### config.mk
export PLATFORM = sky130hd
export DESIGN_NAME = lsb_sync_word_detector_flat
export DESIGN_NICKNAME = d
export VERILOG_FILES = /design/src/rtl/core/lsbsw_pkg.sv /design/src/rtl/core/lsbsw_sample_if.sv /design/src/rtl/core/lsbsw_mark_if.sv /design/src/rtl/core/lsb_sync_word_detector.sv /design/src/rtl/core/lsbsw_cell.sv /design/src/rtl/core/lsbsw_count.sv /design/src/flat_wrapper.sv
export SDC_FILE = /design/constraint.sdc
export NUM_CORES = 1
export LEC_CHECK = 0
export BUFFER_PORTS_ARGS = -buffer_cell sky130_fd_sc_hd__buf_2
export CORE_MARGIN = 8
export CORE_UTILIZATION = 55
export DETAILED_ROUTE_END_ITERATION = 6
export PLACE_DENSITY = 0.88
export SLEW_MARGIN = 20
export SYNTH_ARGS = -nofsm -noshare
export SYNTH_HDL_FRONTEND = slang
export SYNTH_SLANG_ARGS = --single-unit
### constraint.sdc
create_clock -name clk -period 5.89 [get_ports clk]
set_input_delay 0 -clock clk [delete_from_list [all_inputs] [get_ports clk]]
set_output_delay 0 -clock clk [all_outputs]
set_load 0.02 [all_outputs]
### src/rtl/core/lsbsw_pkg.sv
// Shared constants and types for the LSB sync word detector
package lsbsw_pkg;

    // Mark geometry
    localparam int TRIG_LEN = 37;
    localparam int MARK_LEN = 85;

    // Field widths
    localparam int SAMPLE_W = 16;
    localparam int THR_W    = 6;
    localparam int POS_W    = $clog2(MARK_LEN);
    localparam int FILL_W   = $clog2(TRIG_LEN + 1);
    localparam int CNT_W    = $clog2(TRIG_LEN + 1);
    localparam int CMP_W    = (CNT_W > THR_W) ? CNT_W : THR_W;

    // Agreement count tree: groups of cells summed, then the group sums added
    localparam int GROUP_W    = 8;
    localparam int NUM_GROUPS = (TRIG_LEN + GROUP_W - 1) / GROUP_W;
    localparam int GSUM_W     = $clog2(GROUP_W + 1);

    // Register reset values
    localparam logic [THR_W-1:0]    THR_RESET = THR_W'(37);
    localparam logic [TRIG_LEN-1:0] PAT_RESET = TRIG_LEN'(64'd136901025661);

    // APB register map: one 64-bit register every 8 bytes
    localparam int NUM_REGS   = 2;
    localparam int APB_DATA_W = 64;
    localparam int REG_SHIFT  = 3;
    localparam int REG_IDX_W  = $clog2(NUM_REGS);
    localparam int APB_ADDR_W = REG_IDX_W + REG_SHIFT;

    localparam logic [REG_IDX_W-1:0] REG_THRESHOLD = REG_IDX_W'(0);
    localparam logic [REG_IDX_W-1:0] REG_PATTERN   = REG_IDX_W'(1);

    // Per-cycle control for one window cell
    typedef struct packed {
        logic shift;
        logic clear;
    } cell_ctrl_t;

endpackage

### src/rtl/core/lsbsw_sample_if.sv
// Sample request channel: valid/ready handshake with one audio sample
interface lsbsw_sample_if import lsbsw_pkg::*; ();
    logic                       valid;
    logic                       ready;
    logic signed [SAMPLE_W-1:0] sample;
    logic                       stream_start;

    modport source (output valid, output sample, output stream_start, input ready);
    modport sink   (input valid, input sample, input stream_start, output ready);
endinterface

### src/rtl/core/lsbsw_mark_if.sv
// Mark bit request channel: valid/ready handshake with one extracted bit
interface lsbsw_mark_if import lsbsw_pkg::*; ();
    logic             valid;
    logic             ready;
    logic             mark_bit;
    logic [POS_W-1:0] bit_position;
    logic             last_bit;

    modport source (output valid, output mark_bit, output bit_position, output last_bit,
                    input ready);
    modport sink   (input valid, input mark_bit, input bit_position, input last_bit,
                    output ready);
endinterface

### src/rtl/core/lsb_sync_word_detector.sv
// LSB sync word detector: cell row, agreement tree, control and APB registers
// Path: a mark body bit goes from the input register to the output register; the
//   first bit of a mark also passes the window cells, evaluate and burst states.
// Flow: once the 37-bit window is full each sample waits for the evaluate state, and
//   a matching window is unloaded before input resumes; output stalls hold the input.
// Reset: clears window, fill count, mode and handshakes; threshold 37, default pattern.
module lsb_sync_word_detector import lsbsw_pkg::*; (
    input  logic                  clk,
    input  logic                  rst_n,
    lsbsw_sample_if.sink          samples,
    lsbsw_mark_if.source          marks,
    input  logic                  psel,
    input  logic                  penable,
    input  logic                  pwrite,
    input  logic [APB_ADDR_W-1:0] paddr,
    input  logic [APB_DATA_W-1:0] pwdata,
    output logic [APB_DATA_W-1:0] prdata,
    output logic                  pready
);

    typedef enum logic [2:0] {
        ST_RUN   = 3'b001,
        ST_EVAL  = 3'b010,
        ST_BURST = 3'b100
    } state_t;

    state_t              state_reg, state_next;
    logic [FILL_W-1:0]   fill_reg, fill_next;
    logic                extracting_reg, extracting_next;
    logic [POS_W-1:0]    pos_reg, pos_next;

    logic                in_valid_reg, in_valid_next;
    logic                in_lsb_reg, in_lsb_next;
    logic                in_start_reg, in_start_next;

    logic                out_valid_reg, out_valid_next;
    logic                out_bit_reg, out_bit_next;
    logic [POS_W-1:0]    out_pos_reg, out_pos_next;
    logic                out_last_reg, out_last_next;

    logic [THR_W-1:0]    thr_reg, thr_next;
    logic [TRIG_LEN-1:0] pat_reg, pat_next;

    logic [TRIG_LEN-1:0] win_bits;
    logic [TRIG_LEN-1:0] agree_next;
    logic [CNT_W-1:0]    agree_count;

    cell_ctrl_t          row_ctrl;
    cell_ctrl_t          first_ctrl;
    logic                first_in;

    logic                in_take;
    logic                emit;
    logic                emit_bit;
    logic [POS_W-1:0]    emit_pos;
    logic                out_free;
    logic [FILL_W-1:0]   fill_base;
    logic                cand_match;
    logic                cfg_write;
    logic [REG_IDX_W-1:0] reg_idx;

    // Window cell row; cell TRIG_LEN-1 holds the earliest sample
    assign first_ctrl = '{shift: row_ctrl.shift, clear: 1'b0};

    for (genvar i = 0; i < TRIG_LEN; i++)
    begin : g_cell
        if (i == 0)
        begin : g_first
            lsbsw_cell u_cell (
                .clk         (clk),
                .rst_n       (rst_n),
                .ctrl        (first_ctrl),
                .prev_bit    (first_in),
                .pattern_bit (pat_reg[i]),
                .win_bit     (win_bits[i]),
                .agree_next  (agree_next[i])
            );
        end
        else
        begin : g_rest
            lsbsw_cell u_cell (
                .clk         (clk),
                .rst_n       (rst_n),
                .ctrl        (row_ctrl),
                .prev_bit    (win_bits[i-1]),
                .pattern_bit (pat_reg[i]),
                .win_bit     (win_bits[i]),
                .agree_next  (agree_next[i])
            );
        end
    end

    lsbsw_count u_count (
        .clk         (clk),
        .rst_n       (rst_n),
        .agree_next  (agree_next),
        .agree_count (agree_count)
    );

    // Candidate check: earliest bit set and enough agreeing bits
    assign cand_match = win_bits[TRIG_LEN-1] &&
                        (CMP_W'(agree_count) >= CMP_W'(thr_reg));

    assign out_free = !out_valid_reg || marks.ready;

    // Main control
    always_comb
    begin
        state_next      = state_reg;
        fill_next       = fill_reg;
        extracting_next = extracting_reg;
        pos_next        = pos_reg;
        in_take         = 1'b0;
        emit            = 1'b0;
        emit_bit        = 1'b0;
        emit_pos        = pos_reg;
        row_ctrl        = '{shift: 1'b0, clear: 1'b0};
        first_in        = in_lsb_reg;
        fill_base       = fill_reg;

        case (state_reg)
            ST_RUN:
            begin
                if (in_valid_reg)
                begin
                    if (extracting_reg && !in_start_reg)
                    begin
                        // Mark body: pass the sample LSB straight out
                        if (out_free)
                        begin
                            in_take  = 1'b1;
                            emit     = 1'b1;
                            emit_bit = in_lsb_reg;
                            if (pos_reg == POS_W'(MARK_LEN - 1))
                            begin
                                extracting_next = 1'b0;
                                pos_next        = '0;
                            end
                            else
                            begin
                                pos_next = pos_reg + 1'b1;
                            end
                        end
                    end
                    else
                    begin
                        // Search: shift the sample into the window
                        in_take         = 1'b1;
                        row_ctrl        = '{shift: 1'b1, clear: in_start_reg};
                        extracting_next = 1'b0;
                        pos_next        = '0;
                        fill_base       = in_start_reg ? '0 : fill_reg;
                        if (fill_base < FILL_W'(TRIG_LEN))
                        begin
                            fill_next = fill_base + 1'b1;
                        end
                        else
                        begin
                            fill_next = fill_base;
                        end
                        if (fill_next == FILL_W'(TRIG_LEN))
                        begin
                            state_next = ST_EVAL;
                        end
                    end
                end
            end

            ST_EVAL:
            begin
                state_next = cand_match ? ST_BURST : ST_RUN;
            end

            ST_BURST:
            begin
                // Unload the window earliest first, zeros fill in behind
                if (out_free)
                begin
                    emit           = 1'b1;
                    emit_bit       = win_bits[TRIG_LEN-1];
                    row_ctrl       = '{shift: 1'b1, clear: 1'b0};
                    first_in       = 1'b0;
                    pos_next       = pos_reg + 1'b1;
                    if (pos_reg == POS_W'(TRIG_LEN - 1))
                    begin
                        state_next      = ST_RUN;
                        extracting_next = 1'b1;
                        fill_next       = '0;
                    end
                end
            end

            default:
            begin
                state_next = ST_RUN;
            end
        endcase
    end

    // Input register
    assign samples.ready = !in_valid_reg || in_take;

    always_comb
    begin
        in_valid_next = in_valid_reg;
        in_lsb_next   = in_lsb_reg;
        in_start_next = in_start_reg;
        if (samples.valid && samples.ready)
        begin
            in_valid_next = 1'b1;
            in_lsb_next   = samples.sample[0];
            in_start_next = samples.stream_start;
        end
        else if (in_take)
        begin
            in_valid_next = 1'b0;
        end
    end

    // Output register
    always_comb
    begin
        out_valid_next = out_valid_reg;
        out_bit_next   = out_bit_reg;
        out_pos_next   = out_pos_reg;
        out_last_next  = out_last_reg;
        if (emit)
        begin
            out_valid_next = 1'b1;
            out_bit_next   = emit_bit;
            out_pos_next   = emit_pos;
            out_last_next  = (emit_pos == POS_W'(MARK_LEN - 1));
        end
        else if (marks.ready)
        begin
            out_valid_next = 1'b0;
        end
    end

    assign marks.valid        = out_valid_reg;
    assign marks.mark_bit     = out_bit_reg;
    assign marks.bit_position = out_pos_reg;
    assign marks.last_bit     = out_last_reg;

    // APB register file
    assign pready    = 1'b1;
    assign cfg_write = psel && penable && pwrite;
    assign reg_idx   = paddr[APB_ADDR_W-1:REG_SHIFT];

    always_comb
    begin
        thr_next = thr_reg;
        pat_next = pat_reg;
        if (cfg_write)
        begin
            case (reg_idx)
                REG_THRESHOLD: thr_next = pwdata[THR_W-1:0];
                REG_PATTERN:   pat_next = pwdata[TRIG_LEN-1:0];
                default:       ;
            endcase
        end
    end

    always_comb
    begin
        case (reg_idx)
            REG_THRESHOLD: prdata = APB_DATA_W'(thr_reg);
            REG_PATTERN:   prdata = APB_DATA_W'(pat_reg);
            default:       prdata = '0;
        endcase
    end

    // Control registers
    always_ff @(posedge clk or negedge rst_n)
    begin
        if (!rst_n)
        begin
            state_reg      <= ST_RUN;
            fill_reg       <= '0;
            extracting_reg <= 1'b0;
            pos_reg        <= '0;
            in_valid_reg   <= 1'b0;
            out_valid_reg  <= 1'b0;
            thr_reg        <= THR_RESET;
            pat_reg        <= PAT_RESET;
        end
        else
        begin
            state_reg      <= state_next;
            fill_reg       <= fill_next;
            extracting_reg <= extracting_next;
            pos_reg        <= pos_next;
            in_valid_reg   <= in_valid_next;
            out_valid_reg  <= out_valid_next;
            thr_reg        <= thr_next;
            pat_reg        <= pat_next;
        end
    end

    // Payload registers
    always_ff @(posedge clk)
    begin
        in_lsb_reg   <= in_lsb_next;
        in_start_reg <= in_start_next;
        out_bit_reg  <= out_bit_next;
        out_pos_reg  <= out_pos_next;
        out_last_reg <= out_last_next;
    end

endmodule

### src/rtl/core/lsbsw_cell.sv
// One window cell: holds one sample LSB and checks it against its pattern bit
module lsbsw_cell import lsbsw_pkg::*; (
    input  logic       clk,
    input  logic       rst_n,
    input  cell_ctrl_t ctrl,
    input  logic       prev_bit,
    input  logic       pattern_bit,
    output logic       win_bit,
    output logic       agree_next
);

    logic bit_reg;
    logic bit_next;

    // Take the neighbor's bit on a shift, or zero when the stream restarts
    always_comb
    begin
        bit_next = bit_reg;
        if (ctrl.shift)
        begin
            bit_next = ctrl.clear ? 1'b0 : prev_bit;
        end
    end

    always_ff @(posedge clk or negedge rst_n)
    begin
        if (!rst_n)
        begin
            bit_reg <= 1'b0;
        end
        else
        begin
            bit_reg <= bit_next;
        end
    end

    assign win_bit    = bit_reg;
    // Agreement of the value the cell will hold after this edge
    assign agree_next = ~(bit_next ^ pattern_bit);

endmodule

### src/rtl/core/lsbsw_count.sv
// Registered adder tree counting the window cells that agree with the pattern
module lsbsw_count import lsbsw_pkg::*; (
    input  logic                clk,
    input  logic                rst_n,
    input  logic [TRIG_LEN-1:0] agree_next,
    output logic [CNT_W-1:0]    agree_count
);

    logic [GSUM_W-1:0] gsum_reg  [NUM_GROUPS];
    logic [GSUM_W-1:0] gsum_next [NUM_GROUPS];

    // First level: popcount of each group of cells
    always_comb
    begin
        for (int g = 0; g < NUM_GROUPS; g++)
        begin
            gsum_next[g] = '0;
            for (int b = 0; b < GROUP_W; b++)
            begin
                if (g * GROUP_W + b < TRIG_LEN)
                begin
                    gsum_next[g] = gsum_next[g] + GSUM_W'(agree_next[g * GROUP_W + b]);
                end
            end
        end
    end

    always_ff @(posedge clk or negedge rst_n)
    begin
        if (!rst_n)
        begin
            for (int g = 0; g < NUM_GROUPS; g++)
            begin
                gsum_reg[g] <= '0;
            end
        end
        else
        begin
            for (int g = 0; g < NUM_GROUPS; g++)
            begin
                gsum_reg[g] <= gsum_next[g];
            end
        end
    end

    // Second level: add the registered group sums
    always_comb
    begin
        agree_count = '0;
        for (int g = 0; g < NUM_GROUPS; g++)
        begin
            agree_count = agree_count + CNT_W'(gsum_reg[g]);
        end
    end

endmodule
### src/flat_wrapper.sv
// flat-port wrapper written by rule: the top's interface ports become plain ports
module lsb_sync_word_detector_flat import lsbsw_pkg::*;
  (clk, rst_n, psel, penable, pwrite, paddr, pwdata, prdata, pready, samples_valid, samples_sample, samples_stream_start, samples_ready, marks_valid, marks_mark_bit, marks_bit_position, marks_last_bit, marks_ready);
  lsbsw_sample_if samples_i ();
  lsbsw_mark_if marks_i ();
  input  logic clk;
  input  logic rst_n;
  input  logic psel;
  input  logic penable;
  input  logic pwrite;
  input  logic [APB_ADDR_W-1:0] paddr;
  input  logic [APB_DATA_W-1:0] pwdata;
  output logic [APB_DATA_W-1:0] prdata;
  output logic pready;
  input wire logic [$bits(samples_i.valid)-1:0] samples_valid;
  input wire logic [$bits(samples_i.sample)-1:0] samples_sample;
  input wire logic [$bits(samples_i.stream_start)-1:0] samples_stream_start;
  output wire logic [$bits(samples_i.ready)-1:0] samples_ready;
  output wire logic [$bits(marks_i.valid)-1:0] marks_valid;
  output wire logic [$bits(marks_i.mark_bit)-1:0] marks_mark_bit;
  output wire logic [$bits(marks_i.bit_position)-1:0] marks_bit_position;
  output wire logic [$bits(marks_i.last_bit)-1:0] marks_last_bit;
  input wire logic [$bits(marks_i.ready)-1:0] marks_ready;
  assign samples_i.valid = samples_valid;
  assign samples_i.sample = samples_sample;
  assign samples_i.stream_start = samples_stream_start;
  assign samples_ready = samples_i.ready;
  assign marks_valid = marks_i.valid;
  assign marks_mark_bit = marks_i.mark_bit;
  assign marks_bit_position = marks_i.bit_position;
  assign marks_last_bit = marks_i.last_bit;
  assign marks_i.ready = marks_ready;
  lsb_sync_word_detector u_core (.clk(clk), .rst_n(rst_n), .samples(samples_i), .marks(marks_i), .psel(psel), .penable(penable), .pwrite(pwrite), .paddr(paddr), .pwdata(pwdata), .prdata(prdata), .pready(pready));
endmodule
# Word-level counts from Yosys, hierarchy flattened
# Index checks and enable logic that the tools add are counted.
# word_totals
reg_bits	130
input_bits	92
output_inout_bits	76
elab_cells	328
# classes
addsub	38
order_cmp	2
eq_ne	13
n_mux	126
n_bitwise	75
n_reduce_logical	19
# op_table
operator	count
64-bit case mux with 2 select lines	1
1-bit two-way mux	95
4-bit by 1-bit adder with 4-bit output	17
6-bit two-way mux	9
1-bit inverter	38
1-bit bitwise XOR	37
7-bit two-way mux	5
3-bit by 1-bit adder with 4-bit output	5
3-bit two-way mux	6
2-bit by 1-bit adder with 3-bit output	5
7-bit case mux with 2 select lines	1
6-bit by 4-bit adder with 6-bit output	2
6-bit case mux with 2 select lines	1
1-bit by 1-bit adder with 2-bit output	5
5-bit AND reduction	2
3-bit case mux with 3 select lines	1
2-bit by 1-bit != test with 1-bit output (second input constant)	4
7-bit by 1-bit adder with 7-bit output (second input constant)	1
7-bit by 6-bit == test with 1-bit output (second input constant)	1
7-bit == test (second input constant)	1
5-bit by 4-bit adder with 6-bit output	1
6-bit by 1-bit adder with 6-bit output (second input constant)	1
6-bit == test (second input constant)	1
6-bit >= comparator	1
18 further kinds	32

# Longest topological paths before layout
# logic_depth
ltp_word	16
mapped_depth	16
depth_no_buf	16

# Hierarchy
# Synthesis repeated with hierarchy kept, for this count alone.
# hier_totals
hier_cells	664
hier_area_um2	7482.2
# by_module_without_submodules
mod	instances	cells_each	area_each_um2	seq_area_each_um2
lsb_sync_word_detector	1	331	3826.2	1926.8
lsbsw_cell	37	5	53.8	25.0
lsbsw_count	1	148	1665.3	475.5

# Least setup slack after synthesis
# Ideal clock, no wire load.
# synth_path
path_type	register -> register
startpoint	reg u_core.state_reg[1]
endpoint	reg u_core.u_count.gsum_reg[14] (netlist bit)
setup_time_ns	0.122
t_arrival_ns	3.997
required_time_ns	5.768
slack_ns	1.771
stages_incl_launch_ff	15
n_path_buf	2
period_less_slack_ns	4.119
cell_sequence	dfrtp_1 > or3b_1 > buf_6 > o22ai_4 > clkbuf_4 > o21ai_2 > xnor2_1 > fa_1 > inv_1 > fa_1 > fa_1 > inv_1 > ha_1 > fa_1 > xor2_1
# synth_rtl
item	line	text
start: declaration	lsb_sync_word_detector.sv:27	state_t state_reg, state_next;
start signal: assignment	lsb_sync_word_detector.sv:289	state_reg <= state_next;
end signal: indexed assignment	lsbsw_count.sv:41	gsum_reg[g] <= gsum_next[g];
end: declaration	lsbsw_count.sv:9	logic [GSUM_W-1:0] gsum_reg [NUM_GROUPS];

==> out/qor.csv <==
metric,value,unit
status,"complete, no violations",
CP Data Required Time,6.19,ns
Yosys warnings,0,
sequential area share after synthesis,45.0,%
Tightest Hold Check Type,in -> async,
Layout area overhead,20.6,%
"antenna viol nets, final",0,
Worst Reg-to-Reg Cells,13,
die height,132,µm
vias in the first global route,5418,
post-layout util,67.6,%
cell taking the most area after synthesis,dfrtp_1,
layout cells sized above 1,30.9,%
H-Tree Depth,4,
Synth top cells by count,"inv_1 (94), dfrtp_1 (82), mux2_2 (44)",
routed len/inst,15.1,µm
CTS Buf Count,17,
RSZ-0062 raised after global routing,no,
gpl congestion,0.813,
Placement Setup Slack,1.20,ns
Initial Utilization,56.1,%
initial antenna violation count,0,
Synth cell types,53,
Post-CTS Setup Bufs,0,
CP startpoint,u_core.state_reg[0],
average size of a mapped cell,11.1,µm²
final WL,14900,µm
final worst setup slack,1.17,ns
Die ar.,17400,µm²
CTS tree,built,
max-slew violation count,0,
CP Class,reg -> reg,
critical path peak fanout,30,
Largest register FFs,37,
clk buf depth,2,
"EDFF count, synth",11,
Reg2Reg Capture Point,u_core.u_count.gsum_reg[14],
grt ovf,0,
fin crit share,80.1,%
Total GRT Usage,18.1,%
Reg-to-Reg Start,u_core.state_reg[0],
Main synth FF type,dfrtp_1,
Root Driver,clkbuf_16,
# clock sinks,129,
crit end category,register,
Detail Placement HPWL,9760,µm
largest net degree at the start of global routing,67,
top-count cell post-synth,inv_1,
post-layout instance area,8920,µm²
post-synthesis register bit count,129,
fmax,212,MHz
drt initial violations,273,
CP Launch Type,register,
vias per cell,5.04,
Power Density,501,nW/µm²
Core Area,13200,µm²
Yosys top cell area share,27.7,%
DR vias,4986,
global-route wire length before repair,25800,µm
Worst-Margin Slew,1.12,ns
crit-path cells,and4bb_2 > nand2_1 > nand3_1 > o21ai_2 > xnor2_1 > fa_1 > inv_1 > fa_1 > fa_1 > inv_1 > ha_1 > fa_1 > xor2_1,
die width,132,µm
dpl cell area,7880,µm²
Worst path slowest cell,nand2_1,
synthesized area,7400,µm²
post-route DRC violation count,0,
Fin. Hold Viols,0,
ys async rst share,91.5,%
Layout Nets,951,
fin cells,989,
leakage,4.18,nW
max cap viols,0,
post-synthesis cell count,664,
most frequent CP cell,fa_1,
row count,42,
clock-pin slew on the worst setup and hold paths,0.06,ns
PortBufs,94,
Rel. slew slack,25.4,%
VDD IR-drop max,0.357,mV
Antenna Cells,0,
Cell Count Post-Placement,915,
Top Ports,168,
worst clock skew,0.00491,ns
CP peak stage delay,0.65,ns
filler cell count,936,
synth top area cells,"dfrtp_1 (28%), dfstp_2 (13%), fa_1 (7.6%)",
endpoints failing setup,0,
Tmin final,4.72,ns
"Clk Latency, worst-skew pair",0.41,ns
setup TNS,0,ns
critical path arrival,5.01,ns
first drt pass iteration count,5,
R2R Setup Slk,1.17,ns
-- critical path: cells and delay by family (launching register included) --
family,cells,cell delay (ns)
XOR/XNOR,2,0.32
flip-flops,1,0.57
adder cells (fa/ha/maj),5,2.21
AND/OR/NAND/NOR,3,1.28
AO/OA/AOI/OAI,1,0.10
buffers and inverters,2,0.11
-- placed cells by master, fill, tap and decap left out, types with 3 or more instances in the layout --
| cell | synthesis | layout |
|---|---|---|
| or3_1 | 3 | 3 |
| dfstp_2 | 36 | 36 |
| xnor2_1 | 25 | 25 |
| nand4_1 | 7 | 7 |
| nand3_1 | 38 | 38 |
| fa_1 | 28 | 28 |
| nor2b_1 | 9 | 9 |
| xor2_1 | 24 | 24 |
| inv_1 | 94 | 94 |
| dlygate4sd3_1 | 0 | 42 |
| ha_1 | 31 | 31 |
| buf_2 | 2 | 93 |
| a21oi_1 | 13 | 13 |
| nor2_1 | 19 | 19 |
| nand2_1 | 16 | 16 |
| nor3_1 | 4 | 4 |
| a21o_1 | 3 | 3 |
| bufinv_16 | 0 | 3 |
| o21ai_0 | 16 | 16 |
| nand4b_1 | 3 | 3 |
| clkbuf_16 | 0 | 18 |
| mux2_2 | 44 | 44 |
| buf_4 | 28 | 7 |
| dfrtp_1 | 82 | 82 |
| and3_1 | 3 | 3 |
| conb_1 | 2 | 28 |
| o21ai_2 | 34 | 34 |
| edfxtp_1 | 11 | 11 |
| and2_1 | 33 | 33 |
| nand2b_1 | 8 | 8 |
-- worst max-delay path by stage --
stage	end	slack, ns	depth (start not counted)
detailed placement	u_core.u_count.gsum_reg[10]	1.20	14
finish	u_core.u_count.gsum_reg[14]	1.17	13
CTS	u_core.u_count.gsum_reg[10]	1.18	14
global route	u_core.u_count.gsum_reg[10]	0.99	14
floorplan	u_core.u_count.gsum_reg[14]	1.77	14
global placement	u_core.u_count.gsum_reg[10]	1.30	14
-- metal layers --
metal / GRT usage [%] / up-vias / wire [µm]
li1: - / 2395 / -
met2: 31.0 / 130 / 7630
met4: 5.30 / 0 / 190
met5: 0 / - / 0
met1: 20.9 / 2447 / 6260
met3: 6.40 / 14 / 819
-- timing repair --
item,CTS,global route
hold buffers,42,0
hold endpoints to repair,90,0
gates resized for setup,0,0
-- final cells by class --
type                    instances  area (µm²)  share of cell area, %
clock buffers                  21         472                   5.29
clock inverters                11         149                   1.67
inverters                      94         353                   3.96
multi-input cells             416        3460                   38.8
flip-flops and latches        129        3330                   37.3
well taps                     176         220                   2.47
repair buffers                142         938                   10.5
-- per-stage QoR --
| stage | power [W] | hold slack [ns] |
|---|---|---|
| 4_1_cts | 0.00451 | 0.180 |
| 6_report | 0.00447 | 0.168 |
| 2_1_floorplan | 0.00284 | -0.296 |
| 5_1_grt | 0.00495 | 0.226 |
| 3_3_place_gp | 0.00319 | 0.0823 |
| 3_5_place_dp | 0.00330 | 0.0911 |
-- power breakdown --
group	internal, W	switching (W)
registers	0.00110	0.0000990
logic	0.00102	0.00116
clock network	0.000705	0.000389
-- cell families (layout without fill, tap and decap cells) --
logic type / count (synthesis) / in the layout / synth area share, %
fa+ha+maj: 59 / 59 / 12.8
flops: 129 / 129 / 45.0
simple gates: 153 / 153 / 11.6
xor+xnor: 49 / 49 / 5.80
buf+inv: 145 / 268 / 9.52
other cells: 2 / 28 / 0.102
compound gates: 82 / 82 / 8.34
mux: 45 / 45 / 6.83
No activity file was read; power rests on OpenSTA's default activity.
